--- config.mk ---
export PLATFORM = sky130hd
export DESIGN_NAME = rc_axis_autolearn_mapper_unit
export DESIGN_NICKNAME = d
export VERILOG_FILES = /design/src/hdl/rcam_pkg.sv /design/src/hdl/rc_axis_autolearn_mapper_unit.sv
export SDC_FILE = /design/constraint.sdc
export NUM_CORES = 2
export LEC_CHECK = 0
export BUFFER_PORTS_ARGS = -buffer_cell sky130_fd_sc_hd__buf_4
export CORE_UTILIZATION = 38
export DETAILED_ROUTE_END_ITERATION = 16
export HOLD_SLACK_MARGIN = 0.15
export PLACE_DENSITY = 0.55
export SYNTH_ARGS = -nofsm -noshare
export SYNTH_HDL_FRONTEND = slang
export SYNTH_SLANG_ARGS = --single-unit
--- constraint.sdc ---
create_clock -name i_clk -period 40.5 [get_ports i_clk]
set_input_delay 6.075 -clock i_clk [delete_from_list [all_inputs] [get_ports i_clk]]
set_output_delay 6.075 -clock i_clk [all_outputs]
set_load 0.01 [all_outputs]
--- src/hdl/rcam_pkg.sv ---
`timescale 1ns / 1ps
// Shared types, constants and helpers for the axis autolearn mapper.
package rcam_pkg;

    localparam int DEF_NUM_AXES     = 6;
    localparam int DEF_NUM_CONTROLS = 10;
    localparam int DEF_NUM_CHANNELS = 16;
    localparam int DEF_NUM_BUTTONS  = 32;

    localparam int MAX_AXES     = 8;
    localparam int MAX_CONTROLS = 16;

    localparam logic [15:0] THRESH_RESET = 16'd15000;
    localparam logic [15:0] AXIS_FULL    = 16'hFFFF;
    localparam logic [10:0] CH_LOW       = 11'd172;
    localparam logic [10:0] CH_HIGH      = 11'd1811;
    localparam logic [10:0] CH_MID       = 11'd992;
    localparam logic [10:0] CH_SPAN      = CH_HIGH - CH_LOW;

    typedef enum logic [2:0] {
        CMD_SAMPLE = 3'd0,
        CMD_START  = 3'd1,
        CMD_ACCEPT = 3'd2,
        CMD_SKIP   = 3'd3,
        CMD_CANCEL = 3'd4
    } t_cmd;

    typedef enum logic [2:0] {
        MODE_IDLE = 3'b001,
        MODE_CAL  = 3'b010,
        MODE_DONE = 3'b100
    } t_mode;

    localparam logic [1:0] MODE_CODE_IDLE = 2'd0;
    localparam logic [1:0] MODE_CODE_CAL  = 2'd1;
    localparam logic [1:0] MODE_CODE_DONE = 2'd2;

    localparam logic [1:0] OUTC_NONE   = 2'd0;
    localparam logic [1:0] OUTC_AXIS   = 2'd1;
    localparam logic [1:0] OUTC_BUTTON = 2'd2;

    localparam logic KIND_CHANNEL = 1'b0;
    localparam logic KIND_REPORT  = 1'b1;

    typedef struct packed {
        logic [2:0]  command;
        logic [15:0] axis_x;
        logic [15:0] axis_y;
        logic [15:0] axis_z;
        logic [15:0] axis_r;
        logic [15:0] axis_u;
        logic [15:0] axis_v;
        logic [31:0] buttons;
    } t_in_item;

    typedef struct packed {
        logic        kind;
        logic [3:0]  channel;
        logic [10:0] value;
        logic [1:0]  step_outcome;
        logic [4:0]  source_index;
        logic [1:0]  mode;
        logic        last;
    } t_out_item;

    typedef struct packed {
        logic       is_axis;
        logic [4:0] index;
    } t_map_entry;

    function automatic logic [1:0] mode_code(input t_mode m);
        logic [1:0] c;
        case (m)
            MODE_CAL:  c = MODE_CODE_CAL;
            MODE_DONE: c = MODE_CODE_DONE;
            default:   c = MODE_CODE_IDLE;
        endcase
        return c;
    endfunction

    // 172 + raw * 1639 / 65535, with the divide done as shift plus one correction
    function automatic logic [10:0] scale_axis(input logic [15:0] raw);
        logic [26:0] prod;
        logic [10:0] quo;
        logic [16:0] rem;
        prod = 27'(raw) * 27'(CH_SPAN);
        quo  = prod[26:16];
        rem  = {1'b0, prod[15:0]} + 17'(quo);
        if (rem >= 17'(AXIS_FULL)) begin
            quo = quo + 11'd1;
        end
        return CH_LOW + quo;
    endfunction

endpackage

--- src/hdl/rc_axis_autolearn_mapper_unit.sv ---
`timescale 1ns / 1ps
// Top level of the axis autolearn mapper: learns controls, then maps samples to channels.
//
// Requests pass through a one-deep input register into combinational decode and state
// update, and results leave from one output register. A new request can enter every
// cycle while the one ahead does not stall. A sample in calibrated mode gives NUM_CHANNELS
// results (16 by default), one per cycle unless the output stalls, and holds the input
// register until the last is issued. Output stalls back up to the input.
// The detect threshold write port is always ready; write it only while the block is idle.
module rc_axis_autolearn_mapper_unit
    import rcam_pkg::*;
#(
    parameter int NUM_AXES     = DEF_NUM_AXES,
    parameter int NUM_CONTROLS = DEF_NUM_CONTROLS,
    parameter int NUM_CHANNELS = DEF_NUM_CHANNELS,
    parameter int NUM_BUTTONS  = DEF_NUM_BUTTONS
) (
    input  logic        i_clk,
    input  logic        i_rst_n,
    input  logic        i_in_valid,
    output logic        o_in_ready,
    input  t_in_item    i_in_data,
    output logic        o_out_valid,
    input  logic        i_out_ready,
    output t_out_item   o_out_data,
    input  logic        i_cfg_valid,
    output logic        o_cfg_ready,
    input  logic [15:0] i_cfg_data
);

    localparam logic [31:0] BTN_MASK = 32'((64'd1 << NUM_BUTTONS) - 64'd1);
    localparam logic [3:0]  LAST_CH  = 4'(NUM_CHANNELS - 1);

    // control state
    logic                    r_in_valid;
    logic                    r_out_valid;
    t_mode                   r_mode,  n_mode;
    logic [3:0]              r_ctl,   n_ctl;
    logic [3:0]              r_chan;
    logic [MAX_CONTROLS-1:0] r_map_vld;
    logic [15:0]             r_thresh;

    // payload
    t_in_item                r_in,    n_in;
    t_out_item               r_out,   n_out;
    t_map_entry              r_map [MAX_CONTROLS];
    logic [15:0]             r_base [NUM_AXES];
    logic [15:0]             r_peak [NUM_AXES];
    logic [15:0]             n_peak [NUM_AXES];
    logic [31:0]             r_base_btn;
    logic [31:0]             r_chg_btn;

    logic [15:0] in_axes [MAX_AXES];
    logic        is_sample, is_start, is_step, is_accept, is_cancel;
    logic        emit_chan, emit_rep, produces, out_free, fire, last_step, item_done;
    logic        take_base, upd_cal, clr_map, map_we;
    logic        axis_hit, btn_hit;
    logic [2:0]  axis_idx;
    logic [4:0]  btn_idx;
    logic [15:0] best_val;
    logic [1:0]  outcome;
    logic [4:0]  src;
    logic [10:0] ch_val;
    t_map_entry  ch_ent;

    assign in_axes[0] = r_in.axis_x;
    assign in_axes[1] = r_in.axis_y;
    assign in_axes[2] = r_in.axis_z;
    assign in_axes[3] = r_in.axis_r;
    assign in_axes[4] = r_in.axis_u;
    assign in_axes[5] = r_in.axis_v;
    assign in_axes[6] = '0;
    assign in_axes[7] = '0;

    // buttons above NUM_BUTTONS never count
    always_comb begin
        n_in         = i_in_data;
        n_in.buttons = i_in_data.buttons & BTN_MASK;
    end

    always_comb begin
        is_sample = 1'b0;
        is_start  = 1'b0;
        is_step   = 1'b0;
        is_accept = 1'b0;
        is_cancel = 1'b0;
        case (r_in.command)
            CMD_SAMPLE: is_sample = 1'b1;
            CMD_START:  is_start  = 1'b1;
            CMD_ACCEPT: begin
                is_step   = 1'b1;
                is_accept = 1'b1;
            end
            CMD_SKIP:   is_step   = 1'b1;
            CMD_CANCEL: is_cancel = 1'b1;
            default:    ;
        endcase
    end

    assign emit_chan = is_sample && (r_mode == MODE_DONE);
    assign emit_rep  = is_step && (r_mode == MODE_CAL);
    assign produces  = emit_chan || emit_rep;
    assign out_free  = !r_out_valid || i_out_ready;
    assign fire      = r_in_valid && (!produces || out_free);
    assign last_step = !emit_chan || (r_chan == LAST_CH);
    assign item_done = fire && last_step;
    assign o_in_ready  = !r_in_valid || item_done;
    assign o_cfg_ready = 1'b1;

    // largest peak above threshold, lowest axis on a tie
    always_comb begin
        axis_hit = 1'b0;
        axis_idx = '0;
        best_val = r_thresh;
        for (int i = 0; i < NUM_AXES; i++) begin
            if (r_peak[i] > best_val) begin
                best_val = r_peak[i];
                axis_idx = 3'(i);
                axis_hit = 1'b1;
            end
        end
    end

    always_comb begin
        btn_hit = 1'b0;
        btn_idx = '0;
        for (int i = 31; i >= 0; i--) begin
            if (r_chg_btn[i]) begin
                btn_hit = 1'b1;
                btn_idx = 5'(i);
            end
        end
    end

    always_comb begin
        outcome = OUTC_NONE;
        src     = '0;
        if (is_accept) begin
            if (axis_hit) begin
                outcome = OUTC_AXIS;
                src     = {2'b00, axis_idx};
            end else if (btn_hit) begin
                outcome = OUTC_BUTTON;
                src     = btn_idx;
            end
        end
    end

    always_comb begin
        for (int i = 0; i < NUM_AXES; i++) begin
            logic [15:0] d;
            d = (in_axes[i] >= r_base[i]) ? (in_axes[i] - r_base[i])
                                          : (r_base[i] - in_axes[i]);
            n_peak[i] = (d > r_peak[i]) ? d : r_peak[i];
        end
    end

    // next control state, applied when the request completes
    always_comb begin
        n_mode    = r_mode;
        n_ctl     = r_ctl;
        take_base = 1'b0;
        upd_cal   = 1'b0;
        clr_map   = 1'b0;
        map_we    = 1'b0;
        if (is_start) begin
            n_mode    = MODE_CAL;
            n_ctl     = '0;
            take_base = 1'b1;
            clr_map   = 1'b1;
        end else if (is_cancel) begin
            n_mode = MODE_IDLE;
        end else if (is_sample && r_mode == MODE_CAL) begin
            upd_cal = 1'b1;
        end else if (emit_rep) begin
            map_we = (outcome != OUTC_NONE);
            if (5'(r_ctl) + 5'd1 >= 5'(NUM_CONTROLS)) begin
                n_mode = MODE_DONE;
                n_ctl  = '0;
            end else begin
                n_ctl     = r_ctl + 4'd1;
                take_base = 1'b1;
            end
        end
    end

    // channel value for the channel being emitted
    always_comb begin
        ch_ent = r_map[r_chan];
        ch_val = (r_chan == 4'd2) ? CH_LOW : CH_MID;
        if ((5'(r_chan) < 5'(NUM_CONTROLS)) && r_map_vld[r_chan]) begin
            if (ch_ent.is_axis) begin
                ch_val = scale_axis(in_axes[ch_ent.index[2:0]]);
            end else begin
                ch_val = r_in.buttons[ch_ent.index] ? CH_HIGH : CH_LOW;
            end
        end
    end

    always_comb begin
        n_out = '0;
        if (emit_chan) begin
            n_out.kind    = KIND_CHANNEL;
            n_out.channel = r_chan;
            n_out.value   = ch_val;
            n_out.mode    = MODE_CODE_DONE;
            n_out.last    = last_step;
        end else begin
            n_out.kind         = KIND_REPORT;
            n_out.channel      = r_ctl;
            n_out.step_outcome = outcome;
            n_out.source_index = src;
            n_out.mode         = mode_code(n_mode);
            n_out.last         = 1'b1;
        end
    end

    always_ff @(posedge i_clk) begin
        if (!i_rst_n) begin
            r_in_valid  <= 1'b0;
            r_out_valid <= 1'b0;
            r_mode      <= MODE_IDLE;
            r_ctl       <= '0;
            r_chan      <= '0;
            r_map_vld   <= '0;
            r_thresh    <= THRESH_RESET;
        end else begin
            if (i_cfg_valid) begin
                r_thresh <= i_cfg_data;
            end
            if (i_in_valid && o_in_ready) begin
                r_in_valid <= 1'b1;
            end else if (item_done) begin
                r_in_valid <= 1'b0;
            end
            if (fire && produces) begin
                r_out_valid <= 1'b1;
            end else if (i_out_ready) begin
                r_out_valid <= 1'b0;
            end
            if (item_done) begin
                r_chan <= '0;
            end else if (fire && emit_chan) begin
                r_chan <= r_chan + 4'd1;
            end
            if (item_done) begin
                r_mode <= n_mode;
                r_ctl  <= n_ctl;
                if (clr_map) begin
                    r_map_vld <= '0;
                end else if (map_we) begin
                    r_map_vld[r_ctl] <= 1'b1;
                end
            end
        end
    end

    always_ff @(posedge i_clk) begin
        if (i_in_valid && o_in_ready) begin
            r_in <= n_in;
        end
        if (fire && produces) begin
            r_out <= n_out;
        end
        if (item_done) begin
            if (map_we) begin
                r_map[r_ctl] <= t_map_entry'{is_axis: (outcome == OUTC_AXIS), index: src};
            end
            if (take_base) begin
                for (int i = 0; i < NUM_AXES; i++) begin
                    r_base[i] <= in_axes[i];
                    r_peak[i] <= '0;
                end
                r_base_btn <= r_in.buttons;
                r_chg_btn  <= '0;
            end else if (upd_cal) begin
                for (int i = 0; i < NUM_AXES; i++) begin
                    r_peak[i] <= n_peak[i];
                end
                r_chg_btn <= r_chg_btn | ((r_in.buttons ^ r_base_btn) & BTN_MASK);
            end
        end
    end

    assign o_out_valid = r_out_valid;
    assign o_out_data  = r_out;

endmodule

==> impl_metrics.toml <==
[status]
status = "finished, final reports clean"

[drt]
drtIter0Drc = 2298
drt_wl_total_mm = 114
drtPass1Iterations = 5
wl_met3_mm = 5.22
vias_per_cell = 5.30
met1Wirelength_mm = 53.1
drc = 0
wl_met2_mm = 51.8
top_layer = "met5"
routedWlPerCell_um = 21.0
final_antenna_net_count = 0
vias = 28800

[clocking]
cts_setup_buffers = 0
clock-root-buffer = "clkbuf_16"
cts_resized = 0
hold_buffers = 0
clkSinkCount = 552
htree_num_levels = 3
clk-insertion-delay-late_ns = 0.65
clkTransAtPathRegs_ns = 0.06
cts_tree = "built"
cts_buffers = 69
cts_buffer_depth = 3

[die]
die_area_mm2 = 0.107
die_w_um = 327
io_pins = 181
core_mm2 = 0.104
rows = 118
die_y_um = 327
start_util = 0.386

[hold_path]
holdCritPathClass = "flop to flop"

[logic_synthesis]
syn_inst = 3823
yosys.area.top_type_share = 0.380
synth-edff-count = 509
ys_warn_count = 0
syn_avg_cell_area_um2 = 10.5
synthDistinctLibCells = 99
synthArstFlopShare = 0
yosysSeqAreaShare = 0.401
ys_ff_latch = 552
yosysTopAreaCell = "edfxtp_1"
synth_area_leaders = "edfxtp_1 38%, ha_1 15%, inv_1 4.8%, fa_1 3.6%, a21oi_1 3.2%"
syn-num-nets = 4528
ys.flop_type = "edfxtp_1"
synth_area_mm2 = 0.0402

[cells_and_area]
fin_area_mm2 = 0.0455
syn_to_final_growth_pct = 13.1
drive_gt1_frac = 0.117
nets = 4698
n_antenna_cell = 0

[power_and_ir_drop]
switching_power_w = 0.000476
powerDensity_mw_per_mm2 = 35.8
pwr-share-clk = 0.389
swShare = 0.292
p_leak_nw = 19.5
comb_power_share = 0.212
ir_worst_vdd_uv = 37.6
power_frac_seq = 0.399
p_int_w = 0.00115

[sta]
setup_ws_ns = 24.01
setup_tns_ns = 0
hold_slack_ns = 0.455
rsz0062_at_grt = "false"
fmax_ghz = 0.0607
finalHoldViolations = 0
final.min_clock_period_ns = 16.49
fin_crit_sh = 0.407
finalSetupViolCount = 0
finalClockSkew_ns = 0.0325
worst_slew_pin_slew_ns = 1.22
relSlewSlack = 0.188
maxSlewViolCount = 0

[place]
dp_hpwl_mm = 89.6
dp_slack_ns = 24.01
globalplace.congestion = 0.893
placed_area_mm2 = 0.0432
portBuffers = 179

[critical_path]
cp-end-kind = "flop"
required_ns = 40.76
critPathLaunchType = "flop"
cp_slowest_cell = "nor4b_2"
critical_path_class = "flop to flop"
crit_path_max_fanout = 32
crit_arrival_ns = 16.74
cpPeakStageDelay_ns = 1.03
cp_common_cell = "o21a_1"

[global_routing]
grt_max_degree = 82
antenna_found_initial = 3
grt_pass1_vias = 29000
grt_pass1_wl_mm = 174
grt_usage = 0.214
globalRouteOverflowTotal = 0

[flow_run]
cap_violations = 0
metal layers:
metal	track usage	vias up
li1	-	14100
met4	0.0732	2
met3	0.0336	145
met1	0.291	13900
met2	0.345	650
met5	0	-
cells by family after synthesis:
group / share of synthesized area
adder cells (fa/ha/maj): 0.186
flip-flops: 0.401
AND/OR/NAND/NOR: 0.110
other: 0.0000932
AO/OA/AOI/OAI: 0.146
XOR/XNOR: 0.0335
buffers and inverters: 0.0600
multiplexers: 0.0632
cells in the mapped netlist, types with 37 or more instances:
cell type,instances
inv_1,513
edfxtp_1,509
ha_1,480
a21oi_1,258
nor2_1,245
nand2_1,168
a21o_1,163
o21ai_0,131
and2_1,100
mux2i_1,100
clkbuf_1,90
xnor2_1,85
fa_1,73
xor2_1,69
nand4_1,60
nor2b_1,58
o21a_1,51
mux4_2,48
nand3_1,45
dfxtp_1,43
mux2_2,37
flip-flops by register name, indices dropped and copies added (netlist names), named ones only:
signal	cells
in_axes	96
r_base	96
r_map	96
r_peak	96
r_in	35
r_base_btn	32
r_chg_btn	32
o_out_data	26
r_thresh	16
r_map_vld	10
r_chan	4
r_ctl	4
r_mode	3
o_out_valid	1
r_in_valid	1
path summary, 6_finish.rpt:
kind | startpoint | to | slack (ns) | cells after the start
max | r_peak[0][6]$_SDFFCE_PN0P_ | r_map[4][4]$_DFFE_PP_ | 24.01 | 60
min | r_map_vld[9]$_SDFFE_PN0P_ | r_map_vld[9]$_SDFFE_PN0P_ | 0.46 | 2
max reg2reg | r_peak[0][6]$_SDFFCE_PN0P_ | r_map[4][4]$_DFFE_PP_ | 24.01 | 60
min reg2reg | r_map_vld[9]$_SDFFE_PN0P_ | r_map_vld[9]$_SDFFE_PN0P_ | 0.46 | 2
metrics by stage:
stage / cells / power, W / util
6_report: 5427 / 0.00163 / 0.436
5_1_grt: 5427 / 0.00171 / 0.436
4_1_cts: 5427 / 0.00165 / 0.436
3_5_place_dp: 5302 / 0.00101 / 0.414
3_3_place_gp: 5302 / 0.00100 / 0.414
2_1_floorplan: 3823 / 0.000906 / -
area by class of cell:
cell class / instances / area, um2
sequential: 552 / 16100
multi-input combinational: 2641 / 21800
clock buffer: 80 / 1840
timing repair buffer: 214 / 1610
fill: 10100 / 58800
tap: 1380 / 1730
inverter: 515 / 1940
clock inverter: 45 / 457
layout by cell type (no fill, tap or decap), drive strengths merged, types with 36 or more instances in the layout:
cell type / netlist / routed
buf: 24 / 214
clkbuf: 91 / 80
nand4: 60 / 60
nor2b: 58 / 58
mux4: 48 / 48
mux2: 40 / 40
a21o: 163 / 163
mux2i: 100 / 100
xnor2: 85 / 85
dfxtp: 43 / 43
o211ai: 36 / 36
o21ai: 138 / 138
fa: 73 / 73
nor2: 245 / 245
nor3: 45 / 45
nand2: 168 / 168
xor2: 69 / 69
and2: 100 / 100
o21a: 51 / 51
nand3: 46 / 46
a21oi: 259 / 259
edfxtp: 509 / 509
ha: 480 / 480
inv: 515 / 522
power by group through the flow:
stage                     clock network [W]  registers [W]  logic, W
after floorplan                           0       0.000655  0.000251
after global placement                    0       0.000663  0.000342
after detailed placement                  0       0.000663  0.000344
after CTS                          0.000650       0.000651  0.000346
after global routing               0.000666       0.000652  0.000388
final                              0.000633       0.000651  0.000345
critical path, delay by kind of cell (launching register included):
| family | cells | cell delay (ns) |
|---|---|---|
| adder cells (fa/ha/maj) | 6 | 1.84 |
| buffers and inverters | 5 | 1.12 |
| AND/OR/NAND/NOR | 11 | 2.94 |
| flip-flops | 1 | 0.39 |
| multiplexers | 4 | 1.24 |
| AO/OA/AOI/OAI | 34 | 8.51 |
(Power assumes the default switching activity.)
